==> src/rtl/core/assert_macros.svh <==
// Assertion helpers shared by the RTL.
`ifndef ASSERT_MACROS_SVH
`define ASSERT_MACROS_SVH

// Checked only while reset is released.
`define ASSERT_RST(lbl, clk, rstn, prop, msg) \
    lbl: assert property (@(posedge clk) disable iff (!rstn) prop) else $error(msg);

// Checked on every edge, reset included.
`define ASSERT_ALL(lbl, clk, prop, msg) \
    lbl: assert property (@(posedge clk) prop) else $error(msg);

`endif

==> src/rtl/core/gts_pkg.sv <==
package gts_pkg;

    localparam int DIM_WIDTH_DEF = 16;
    localparam int MS_W          = 13;
    localparam int TM_W          = 18;
    localparam int TN_W          = 13;
    localparam int TK_W          = 18;
    localparam int M_TDATA_W     = ((TM_W + TN_W + TK_W + 7) / 8) * 8;

    localparam logic [MS_W-1:0] MS_RESET = 13'd256;

    // divider operand selection
    localparam logic [1:0] DIV_MS_TN   = 2'd0;
    localparam logic [1:0] DIV_MS_PROD = 2'd1;
    localparam logic [1:0] DIV_N_TN    = 2'd2;
    localparam logic [1:0] DIV_N_HALF  = 2'd3;

    typedef struct packed {
        logic       load_in;
        logic       prep;
        logic       div_start;
        logic [1:0] div_sel;
        logic       take_tk;
        logic       mul;
        logic       take_tm;
        logic       take_r;
        logic       take_rh;
        logic       rh_from_div;
        logic       halve;
        logic       phase;
        logic       load_out;
    } cmd_t;

    typedef struct packed {
        logic div_done;
        logic tn_even;
        logic tn_ge2;
        logic loop_go;
        logic helps;
    } sts_t;

endpackage

==> src/rtl/core/gemm_tile_size_selector_top.sv <==
// GEMM tile size selector.
// Input transaction on s_*: dim_m, dim_n, dim_k packed in s_tdata.
// Result transaction on m_*: tile_m, tile_n, tile_k packed in m_tdata.
// cfg_we/cfg_wdata write ms_count (multiplier count), reset value 256.
// One transaction is processed at a time; s_tready is high only while idle,
// so the next transaction can be taken in the same cycle that m_tvalid rises.
// After accept the controller prepares the initial tiles, runs the two
// budget divisions and the remainder of dim_n by tile_n, then halves tile_n
// in two phases: an even tile_n halves without a division, an odd one waits
// for the divider (at most 12 halving steps); a phase ends when a probe finds no gain or the loop cannot go on.
// The shared one-bit-per-cycle divider serves the two budget divisions and
// the remainders of dim_n by tile_n and by half of tile_n.
// The result sits in an output register; a new input is accepted while it
// waits. If the receiver stalls, the next result holds in the datapath
// until the output register frees, and no input is taken meanwhile.
// aresetn (synchronous, active low) returns the controller to idle, drops
// m_tvalid and restores ms_count to 256.
module gemm_tile_size_selector_top #(
    parameter int DIM_WIDTH = gts_pkg::DIM_WIDTH_DEF
) (
    input  logic                              aclk,
    input  logic                              aresetn,
    input  logic                              cfg_we,
    input  logic [gts_pkg::MS_W-1:0]          cfg_wdata,
    input  logic                              s_tvalid,
    output logic                              s_tready,
    input  logic [((3*DIM_WIDTH+7)/8)*8-1:0]  s_tdata,   // dim_m, dim_n, dim_k
    output logic                              m_tvalid,
    input  logic                              m_tready,
    output logic [gts_pkg::M_TDATA_W-1:0]     m_tdata    // tile_m, tile_n, tile_k
);

    localparam int DW    = DIM_WIDTH;
    localparam int OUT_W = gts_pkg::TM_W + gts_pkg::TN_W + gts_pkg::TK_W;

    gts_pkg::cmd_t cmd;
    gts_pkg::sts_t sts;

    logic [DW-1:0]               dim_m, dim_n, dim_k;
    logic [gts_pkg::TM_W-1:0]    tile_m;
    logic [gts_pkg::TN_W-1:0]    tile_n;
    logic [gts_pkg::TK_W-1:0]    tile_k;

    assign dim_m = s_tdata[DW-1:0];
    assign dim_n = s_tdata[2*DW-1:DW];
    assign dim_k = s_tdata[3*DW-1:2*DW];

    assign m_tdata = gts_pkg::M_TDATA_W'({tile_k, tile_n, tile_m});

    gts_ctrl u_ctrl (
        .aclk     (aclk),
        .aresetn  (aresetn),
        .s_tvalid (s_tvalid),
        .s_tready (s_tready),
        .m_tvalid (m_tvalid),
        .m_tready (m_tready),
        .cmd      (cmd),
        .sts      (sts)
    );

    gts_datapath #(
        .DIM_WIDTH(DIM_WIDTH)
    ) u_datapath (
        .aclk      (aclk),
        .aresetn   (aresetn),
        .cfg_we    (cfg_we),
        .cfg_wdata (cfg_wdata),
        .dim_m     (dim_m),
        .dim_n     (dim_n),
        .dim_k     (dim_k),
        .cmd       (cmd),
        .sts       (sts),
        .tile_m    (tile_m),
        .tile_n    (tile_n),
        .tile_k    (tile_k)
    );

    if (OUT_W > gts_pkg::M_TDATA_W) begin : g_width_check
        $error("result fields exceed m_tdata");
    end

endmodule

==> src/rtl/core/gts_div.sv <==
module gts_div #(
    parameter int DVW = 16
) (
    input  logic                     aclk,
    input  logic                     aresetn,
    input  logic                     start,
    input  logic [DVW-1:0]           dividend,
    input  logic [gts_pkg::MS_W-1:0] divisor,
    output logic                     done,
    output logic [DVW-1:0]           quot,
    output logic [gts_pkg::MS_W-1:0] rem
);

    localparam int CNT_W = $clog2(DVW);
    localparam int MW    = gts_pkg::MS_W;

    logic             busy_reg;
    logic             done_reg;
    logic [CNT_W-1:0] cnt_reg;
    logic [DVW-1:0]   quot_reg;
    logic [MW-1:0]    rem_reg;
    logic [MW-1:0]    dsr_reg;

    logic [MW:0]      trial;
    logic [MW:0]      diff;
    logic             ge;
    logic [MW-1:0]    rem_next;
    logic [DVW-1:0]   quot_next;

    assign trial     = {rem_reg, quot_reg[DVW-1]};
    assign diff      = trial - {1'b0, dsr_reg};
    assign ge        = (trial >= {1'b0, dsr_reg});
    assign rem_next  = ge ? diff[MW-1:0] : trial[MW-1:0];
    assign quot_next = {quot_reg[DVW-2:0], ge};

    always_ff @(posedge aclk) begin
        if (!aresetn) begin
            busy_reg <= 1'b0;
            done_reg <= 1'b0;
            cnt_reg  <= '0;
        end else if (start) begin
            busy_reg <= 1'b1;
            done_reg <= 1'b0;
            cnt_reg  <= '0;
        end else if (busy_reg) begin
            cnt_reg <= cnt_reg + 1'b1;
            if (cnt_reg == CNT_W'(DVW - 1)) begin
                busy_reg <= 1'b0;
                done_reg <= 1'b1;
            end
        end else begin
            done_reg <= 1'b0;
        end
    end

    always_ff @(posedge aclk) begin
        if (start) begin
            quot_reg <= dividend;
            rem_reg  <= '0;
            dsr_reg  <= divisor;
        end else if (busy_reg) begin
            quot_reg <= quot_next;
            rem_reg  <= rem_next;
        end
    end

    assign done = done_reg;
    assign quot = quot_reg;
    assign rem  = rem_reg;

endmodule

==> src/rtl/core/gts_datapath.sv <==
module gts_datapath #(
    parameter int DIM_WIDTH = gts_pkg::DIM_WIDTH_DEF
) (
    input  logic                     aclk,
    input  logic                     aresetn,
    input  logic                     cfg_we,
    input  logic [gts_pkg::MS_W-1:0] cfg_wdata,
    input  logic [DIM_WIDTH-1:0]     dim_m,
    input  logic [DIM_WIDTH-1:0]     dim_n,
    input  logic [DIM_WIDTH-1:0]     dim_k,
    input  gts_pkg::cmd_t            cmd,
    output gts_pkg::sts_t            sts,
    output logic [gts_pkg::TM_W-1:0] tile_m,
    output logic [gts_pkg::TN_W-1:0] tile_n,
    output logic [gts_pkg::TK_W-1:0] tile_k
);

    localparam int DW  = DIM_WIDTH;
    localparam int MW  = gts_pkg::MS_W;
    localparam int TW  = DW + 1;
    localparam int DVW = (DW > MW) ? DW : MW;
    localparam int EW  = (TW > DVW) ? TW : DVW;
    localparam int CW  = (DW > MW + 2) ? DW : MW + 2;

    logic [MW-1:0] ms_reg;
    logic [DW-1:0] m_reg, n_reg, k_reg;
    logic [TW-1:0] pk_reg, pm_reg;
    logic [TW-1:0] tk_reg, tm_reg;
    logic [MW-1:0] tn_reg, prod_reg, r_reg, rh_reg;
    logic [gts_pkg::TM_W-1:0] tile_m_reg;
    logic [gts_pkg::TN_W-1:0] tile_n_reg;
    logic [gts_pkg::TK_W-1:0] tile_k_reg;

    logic           div_start;
    logic [DVW-1:0] div_dividend;
    logic [MW-1:0]  div_divisor;
    logic           div_done;
    logic [DVW-1:0] div_quot;
    logic [MW-1:0]  div_rem;

    logic [TW-1:0]     pn;
    logic [MW-1:0]     budget;
    logic [MW-1:0]     tn_next;
    logic [TW-1:0]     tile_min;
    logic [TW-1:0]     tk_next, tm_next;
    logic [2*MW-1:0]   prod_full;
    logic [MW-1:0]     half;
    logic [MW-1:0]     rh_fast;
    logic [MW-1:0]     pad_full, pad_half;
    logic              under;

    function automatic logic [TW-1:0] pow2_ceil(input logic [DW-1:0] x);
        logic [DW-1:0] s;
        s = x - 1'b1;
        for (int i = 0; i < 6; i++) begin
            if ((2 ** i) < DW) begin
                s = s | (s >> (2 ** i));
            end
        end
        if (x == '0) begin
            return TW'(1);
        end
        return {1'b0, s} + 1'b1;
    endfunction

    // ---- operand selection and shared divider
    assign div_start = cmd.div_start;
    assign half      = tn_reg >> 1;

    always_comb begin
        div_dividend = DVW'(ms_reg);
        div_divisor  = tn_reg;
        unique case (cmd.div_sel)
            gts_pkg::DIV_MS_TN: begin
                div_dividend = DVW'(ms_reg);
                div_divisor  = tn_reg;
            end
            gts_pkg::DIV_MS_PROD: begin
                div_dividend = DVW'(ms_reg);
                div_divisor  = prod_reg;
            end
            gts_pkg::DIV_N_TN: begin
                div_dividend = DVW'(n_reg);
                div_divisor  = tn_reg;
            end
            gts_pkg::DIV_N_HALF: begin
                div_dividend = DVW'(n_reg);
                div_divisor  = half;
            end
            default: begin
                div_dividend = DVW'(ms_reg);
                div_divisor  = tn_reg;
            end
        endcase
    end

    gts_div #(
        .DVW(DVW)
    ) u_div (
        .aclk     (aclk),
        .aresetn  (aresetn),
        .start    (div_start),
        .dividend (div_dividend),
        .divisor  (div_divisor),
        .done     (div_done),
        .quot     (div_quot),
        .rem      (div_rem)
    );

    // ---- initial tiles
    assign pn     = pow2_ceil(n_reg);
    assign budget = (k_reg > DW'(1)) ? (ms_reg >> 1) : ms_reg;

    always_comb begin
        if (EW'(pn) < EW'(budget)) begin
            tn_next = MW'(pn);
        end else begin
            tn_next = budget;
        end
        if (tn_next == '0) begin
            tn_next = MW'(1);
        end
    end

    always_comb begin
        logic [TW-1:0] pick;
        pick = cmd.take_tm ? pm_reg : pk_reg;
        if (EW'(pick) < EW'(div_quot)) begin
            tile_min = pick;
        end else begin
            tile_min = TW'(div_quot);
        end
        if (tile_min == '0) begin
            tile_min = TW'(1);
        end
    end

    assign prod_full = tn_reg * MW'(tk_reg);

    // ---- halving loop terms
    assign rh_fast  = (r_reg >= half) ? (r_reg - half) : r_reg;
    assign pad_full = (r_reg == '0) ? '0 : (tn_reg - r_reg);
    assign pad_half = (rh_reg == '0) ? '0 : (half - rh_reg);
    assign under    = CW'(n_reg) < CW'({pad_full, 2'b00});

    assign tk_next = (cmd.halve && !cmd.phase) ? (tk_reg << 1) : tile_min;
    assign tm_next = (cmd.halve && cmd.phase) ? (tm_reg << 1) : tile_min;

    assign sts.div_done = div_done;
    assign sts.tn_even  = ~tn_reg[0];
    assign sts.tn_ge2   = (tn_reg >= MW'(2));
    assign sts.loop_go  = under && (cmd.phase ? (tm_reg <= TW'(m_reg))
                                              : (tk_reg <= TW'(k_reg)));
    assign sts.helps    = (pad_full != pad_half);

    // ---- registers
    always_ff @(posedge aclk) begin
        if (!aresetn) begin
            ms_reg <= gts_pkg::MS_RESET;
        end else if (cfg_we) begin
            ms_reg <= cfg_wdata;
        end
    end

    always_ff @(posedge aclk) begin
        if (cmd.load_in) begin
            m_reg <= dim_m;
            n_reg <= dim_n;
            k_reg <= dim_k;
        end
        if (cmd.prep) begin
            pk_reg <= pow2_ceil(k_reg);
            pm_reg <= pow2_ceil(m_reg);
            tn_reg <= tn_next;
        end else if (cmd.halve) begin
            tn_reg <= half;
        end
        if (cmd.take_tk || (cmd.halve && !cmd.phase)) begin
            tk_reg <= tk_next;
        end
        if (cmd.take_tm || (cmd.halve && cmd.phase)) begin
            tm_reg <= tm_next;
        end
        if (cmd.mul) begin
            prod_reg <= prod_full[MW-1:0];
        end
        if (cmd.take_r) begin
            r_reg <= div_rem;
        end else if (cmd.halve) begin
            r_reg <= rh_reg;
        end
        if (cmd.take_rh) begin
            rh_reg <= cmd.rh_from_div ? div_rem : rh_fast;
        end
        if (cmd.load_out) begin
            tile_m_reg <= gts_pkg::TM_W'(tm_reg);
            tile_n_reg <= gts_pkg::TN_W'(tn_reg);
            tile_k_reg <= gts_pkg::TK_W'(tk_reg);
        end
    end

    assign tile_m = tile_m_reg;
    assign tile_n = tile_n_reg;
    assign tile_k = tile_k_reg;

endmodule

==> src/rtl/core/gts_ctrl.sv <==
`include "assert_macros.svh"

module gts_ctrl (
    input  logic          aclk,
    input  logic          aresetn,
    input  logic          s_tvalid,
    output logic          s_tready,
    output logic          m_tvalid,
    input  logic          m_tready,
    output gts_pkg::cmd_t cmd,
    input  gts_pkg::sts_t sts
);

    localparam logic [3:0] S_IDLE  = 4'd0;
    localparam logic [3:0] S_PREP  = 4'd1;
    localparam logic [3:0] S_ST_TK = 4'd2;
    localparam logic [3:0] S_W_TK  = 4'd3;
    localparam logic [3:0] S_MUL   = 4'd4;
    localparam logic [3:0] S_ST_TM = 4'd5;
    localparam logic [3:0] S_W_TM  = 4'd6;
    localparam logic [3:0] S_ST_R  = 4'd7;
    localparam logic [3:0] S_W_R   = 4'd8;
    localparam logic [3:0] S_LOOP  = 4'd9;
    localparam logic [3:0] S_W_RH  = 4'd10;
    localparam logic [3:0] S_HALF  = 4'd11;
    localparam logic [3:0] S_DONE  = 4'd12;

    logic [3:0] state_reg, state_next;
    logic       phase_reg, phase_next;
    logic       m_valid_reg, m_valid_next;
    logic       out_free;

    assign out_free = !m_valid_reg || m_tready;
    assign s_tready = (state_reg == S_IDLE);
    assign m_tvalid = m_valid_reg;

    always_comb begin
        state_next   = state_reg;
        phase_next   = phase_reg;
        m_valid_next = m_valid_reg && !m_tready;
        cmd          = '0;
        cmd.phase    = phase_reg;
        unique case (state_reg)
            S_IDLE: begin
                if (s_tvalid) begin
                    cmd.load_in = 1'b1;
                    phase_next  = 1'b0;
                    state_next  = S_PREP;
                end
            end
            S_PREP: begin
                cmd.prep   = 1'b1;
                state_next = S_ST_TK;
            end
            S_ST_TK: begin
                cmd.div_start = 1'b1;
                cmd.div_sel   = gts_pkg::DIV_MS_TN;
                state_next    = S_W_TK;
            end
            S_W_TK: begin
                if (sts.div_done) begin
                    cmd.take_tk = 1'b1;
                    state_next  = S_MUL;
                end
            end
            S_MUL: begin
                cmd.mul    = 1'b1;
                state_next = S_ST_TM;
            end
            S_ST_TM: begin
                cmd.div_start = 1'b1;
                cmd.div_sel   = gts_pkg::DIV_MS_PROD;
                state_next    = S_W_TM;
            end
            S_W_TM: begin
                if (sts.div_done) begin
                    cmd.take_tm = 1'b1;
                    state_next  = S_ST_R;
                end
            end
            S_ST_R: begin
                cmd.div_start = 1'b1;
                cmd.div_sel   = gts_pkg::DIV_N_TN;
                state_next    = S_W_R;
            end
            S_W_R: begin
                if (sts.div_done) begin
                    cmd.take_r = 1'b1;
                    state_next = S_LOOP;
                end
            end
            S_LOOP: begin
                if (sts.loop_go && sts.tn_ge2) begin
                    if (sts.tn_even) begin
                        cmd.take_rh = 1'b1;
                        state_next  = S_HALF;
                    end else begin
                        cmd.div_start = 1'b1;
                        cmd.div_sel   = gts_pkg::DIV_N_HALF;
                        state_next    = S_W_RH;
                    end
                end else if (!phase_reg) begin
                    phase_next = 1'b1;
                end else begin
                    state_next = S_DONE;
                end
            end
            S_W_RH: begin
                if (sts.div_done) begin
                    cmd.take_rh     = 1'b1;
                    cmd.rh_from_div = 1'b1;
                    state_next      = S_HALF;
                end
            end
            S_HALF: begin
                if (sts.helps) begin
                    cmd.halve  = 1'b1;
                    state_next = S_LOOP;
                end else if (!phase_reg) begin
                    phase_next = 1'b1;
                    state_next = S_LOOP;
                end else begin
                    state_next = S_DONE;
                end
            end
            S_DONE: begin
                if (out_free) begin
                    cmd.load_out = 1'b1;
                    m_valid_next = 1'b1;
                    state_next   = S_IDLE;
                end
            end
            default: begin
                state_next = S_IDLE;
            end
        endcase
    end

    always_ff @(posedge aclk) begin
        if (!aresetn) begin
            state_reg   <= S_IDLE;
            phase_reg   <= 1'b0;
            m_valid_reg <= 1'b0;
        end else begin
            state_reg   <= state_next;
            phase_reg   <= phase_next;
            m_valid_reg <= m_valid_next;
        end
    end

    `ASSERT_ALL(a_reset_idle, aclk, !aresetn |=> (state_reg == S_IDLE) && !m_valid_reg, "reset did not clear controller")
    `ASSERT_RST(a_accept_prep, aclk, aresetn, s_tvalid && s_tready |=> state_reg == S_PREP, "accepted transaction did not start")
    `ASSERT_RST(a_done_waiting, aclk, aresetn, sts.div_done |-> (state_reg == S_W_TK) || (state_reg == S_W_TM) || (state_reg == S_W_R) || (state_reg == S_W_RH), "divider finished outside a wait state")
    `ASSERT_RST(a_valid_from_done, aclk, aresetn, $rose(m_valid_reg) |-> $past(state_reg) == S_DONE, "result raised without a finished transaction")

endmodule
==> config.mk <==
export PLATFORM = sky130hd
export DESIGN_NAME = gemm_tile_size_selector_top
export DESIGN_NICKNAME = d
export VERILOG_FILES = /design/src/rtl/core/gts_pkg.sv /design/src/rtl/core/gemm_tile_size_selector_top.sv /design/src/rtl/core/gts_div.sv /design/src/rtl/core/gts_datapath.sv /design/src/rtl/core/gts_ctrl.sv
export VERILOG_INCLUDE_DIRS = /design/src /design/src/rtl/core
export SDC_FILE = /design/constraint.sdc
export NUM_CORES = 1
export LEC_CHECK = 0
export BUFFER_PORTS_ARGS = -buffer_cell sky130_fd_sc_hd__buf_2
export CORE_MARGIN = 4
export CORE_UTILIZATION = 55
export CTS_CLUSTER_SIZE = 40
export DETAILED_ROUTE_END_ITERATION = 10
export GPL_ROUTABILITY_DRIVEN = 0
export PLACE_DENSITY_LB_ADDON = 0.12
export RECOVER_POWER = 50
export SLEW_MARGIN = 20
export SYNTH_ARGS = -nofsm -noshare
export SYNTH_HDL_FRONTEND = slang
export SYNTH_HIERARCHICAL = 1
export SYNTH_SLANG_ARGS = --single-unit
==> constraint.sdc <==
create_clock -name aclk -period 10.1 [get_ports aclk]
set_input_delay 0.505 -clock aclk [delete_from_list [all_inputs] [get_ports aclk]]
set_output_delay 0.505 -clock aclk [all_outputs]
set_load 0.05 [all_outputs]
==> metrics <==
status=finished, violations left; failing checks=capacitance limit, slew limit; RR Startpoint=u_datapath/n_reg[5]; Post-Synthesis Mean Instance Area=roughly 9.6 um^2; Inserted Clock Buffers=35; Req. time, crit path=10.38 ns; worst hold path startpoint=s_tdata[45]; antenna diode instance count=0; share of post-route cells with drive strength above 1=between 10% and 20%; Core Area=39010 um^2; pin count of the biggest net entering global routing=49; most instantiated flip-flop cell in the synthesis netlist=edfxtp_1; fill count=3311; vias in the first global route=17409; Most Used Layer, Global Route=met2; wirelength, routed=just over 60 mm; residual overflow from global routing=0; number of buffers on the longest clock path=3; worst reg2reg path depth=20; global-route track usage on met2=a little under half; max-cap violations=4; cell area reported after detailed placement=~23000 um^2; Max Fanout on Critical Path=20; most used standard cells in the synthesized netlist=edfxtp_1 (244), inv_1 (200), nand2_1 (198); CTS HTree Levels=2; origin of the worst setup path=u_datapath/n_reg[5]; met1 Track Usage GR=between 30 and 40%; Synth Instances=2284; sequential share of the synthesized area=roughly 37%; number of distinct library cell variants in the gate-level netlist after synthesis=a little over 100; number of top-level pins=124; count of antenna-violating nets left after detailed routing=0; number of buffers inserted for hold repair after clock tree synthesis=0; leading cell type by number of instances after synthesis=edfxtp_1; library cell with the largest summed area after synthesis=edfxtp_1; number of DRC violations after detailed routing=0; average wire per standard cell=approximately 21 um; number of register bits inferred by synthesis=approximately 280; signed area change from the synthesized netlist to the final layout=8.301%; final-report max-slew violation count=approximately 140; placed cell count=about 2800; power density over the cells=350.9 nW/um^2; number of flops mapped to enable cells by yosys=between 200 and 250; worst hold endpoint=u_datapath/k_reg[13]; FF-to-FF setup slack=around 3.5 ns; final clock period utilization by the worst path=65.30%; Reg-to-Reg End=u_datapath/tn_reg[0]; Post CTS Setup Buffer Count=0; number of hold-slack violations in the final timing report=0; clock latency on the worst-skew pair=0.55 ns; RSZ-0062 raised after global routing=no; initial DRC count=around 1700; arrival time reported for the critical path endpoint=between 6 and 7 ns; initial antenna violation count=0; Final Hold Slack=0.1275 ns; Startpoint Class=flop; area enclosed by the die boundary=43050 um^2; maximum vdd ir drop=0.4497 mV; global-route total usage across every layer=between 20% and 30%; DP Wirelength=between 40 and 50 mm; share of synthesized flip-flops with an asynchronous set or reset=0%; mapped cell area=about 22000 um^2; met3 Usage GRT=a little over 4%; post-layout instance count excluding filler cells=roughly 2900; TritonCTS sink count=282; Final #Nets=about 2600; min cycle time layout=approximately 6.6 ns; Yosys top cell area share=33.48%; vias=17769; f_max=151.6 MHz; Slew @ Worst Pin=2.954 ns; crit path capture type=flop; total leakage power=between 0.009 and 0.01 uW; Setup-failing EPs final=0; Vias per Instance=approximately 6.2; vertical extent of the die=between 200 and 250 um; first-pass GRT wire length=around 95 mm; number of instances resized during post-cts repair=0; Port-buffer cells=114; clock tree from TritonCTS=built; standard-cell rows=72; clock slew seen by the registers of the worst setup and hold paths=~0.060 ns; Hold Crit Class=in2reg; root buffer cell=clkbuf_16; Worst Clk Skew=roughly 0.021 ns; Post-Route Setup TNS=0 ns; WHS Path Cells=1; effective utilization at floorplan=between 50% and 60%; TritonRoute pass-1 iters=6; dominant cells by area after synthesis=edfxtp_1 (33%), ha_1 (9.5%), fa_1 (4.8%); classification of the worst setup path=reg2reg; die extent in x=about 210 um; relative slew slack=-96.92%; warnings from Yosys=6; design area=23700 um^2
-- layout by cell type (no fill, tap or decap), types with 38 or more instances in the layout --
cell | Yosys | layout
dfxtp_1 | 38 | 38
mux2i_1 | 64 | 64
inv_1 | 200 | 199
ha_1 | 167 | 167
fa_1 | 52 | 52
mux2_2 | 57 | 57
edfxtp_1 | 244 | 244
o21ai_0 | 94 | 94
buf_2 | 8 | 57
nor3_1 | 57 | 56
clkbuf_1 | 89 | 74
nor2b_1 | 44 | 44
nand3_1 | 66 | 66
nand2_1 | 198 | 198
a21oi_1 | 102 | 101
nor2_1 | 164 | 164
nor4_1 | 48 | 49
xnor2_1 | 76 | 76
-- through the flow --
| step | util [%] | setup WS (ns) | power (uW) |
|---|---|---|---|
| after floorplan | - | 4.362 | 5903 |
| final | 60.77 | 3.504 | 8318 |
| after global routing | 60.77 | 3.116 | 9011 |
| after CTS | 61.08 | 3.461 | 8320 |
| after detailed placement | 58.33 | 3.499 | 7079 |
| after global placement | 58.33 | 3.665 | 6948 |
-- logic make-up (layout without fill, tap and decap cells) --
kind of cell | after synthesis | after routing | synth area share (%)
AO/OA/AOI/OAI | 448 | 448 | 14.05
adder cells (fa/ha/maj) | 219 | 219 | 14.30
AND/OR/NAND/NOR | 779 | 779 | 18.43
other | 2 | 9 | 0.03431
buffers and inverters | 331 | 401 | 6.294
multiplexers | 121 | 121 | 5.859
XOR/XNOR | 102 | 102 | 4.082
flip-flops | 282 | 282 | 36.95
-- critical path, cell delays in order, from the launching register on --
cell	delay [ns]
edfxtp_1	0.57
nor4_4	0.66
nand3_2	0.22
o31ai_2	0.57
nand3_1	0.33
or3_1	0.55
nor2_1	0.17
nand2_1	0.09
ha_1	0.31
nand2b_1	0.28
mux2i_1	0.29
ha_1	0.31
a21o_1	0.17
a21o_1	0.17
a21oi_1	0.15
o31ai_1	0.08
a21oi_1	0.13
o21ai_0	0.16
nor3_4	0.59
mux2i_1	0.15
a311o_1	0.35
-- power breakdown --
| group | switching (uW) | internal [uW] | total (uW) | leakage (uW) |
|---|---|---|---|---|
| Clock | 496 | 692 | 1190 | 0.000515 |
| Sequential | 378 | 1800 | 2180 | 0.00257 |
| Combinational | 2870 | 2080 | 4950 | 0.00637 |
-- layout make-up --
type	count	area (um^2)	share of cell area [%]
inverters	201	755.7	3.188
repair buffers	138	649.4	2.740
clock buffers	46	948.4	4.001
clock inverters	16	126.4	0.5331
multi-input cells	1678	12490	52.68
flip-flops and latches	282	8088	34.12
well taps	518	648.1	2.734
-- worst max-delay path by stage --
stage | cells after the start | to | slack [ns]
final | 20 | u_datapath/tn_reg[0] | 3.50
after CTS | 20 | u_datapath/tn_reg[0] | 3.46
after detailed placement | 21 | u_datapath/tn_reg[3] | 3.50
after floorplan | 23 | u_datapath/u_div/quot[0] | 4.36
after global placement | 20 | u_datapath/tn_reg[0] | 3.66
after global routing | 21 | u_datapath/tn_reg[3] | 3.12
-- layer usage --
metal | wire length, um | part of all wire, %
met3 | 4052 | 6.6
met2 | 29460 | 48
met1 | 25410 | 42
met4 | 2211 | 3.6
met5 | 0 | 0
No activity file was read; power rests on OpenSTA's default activity.
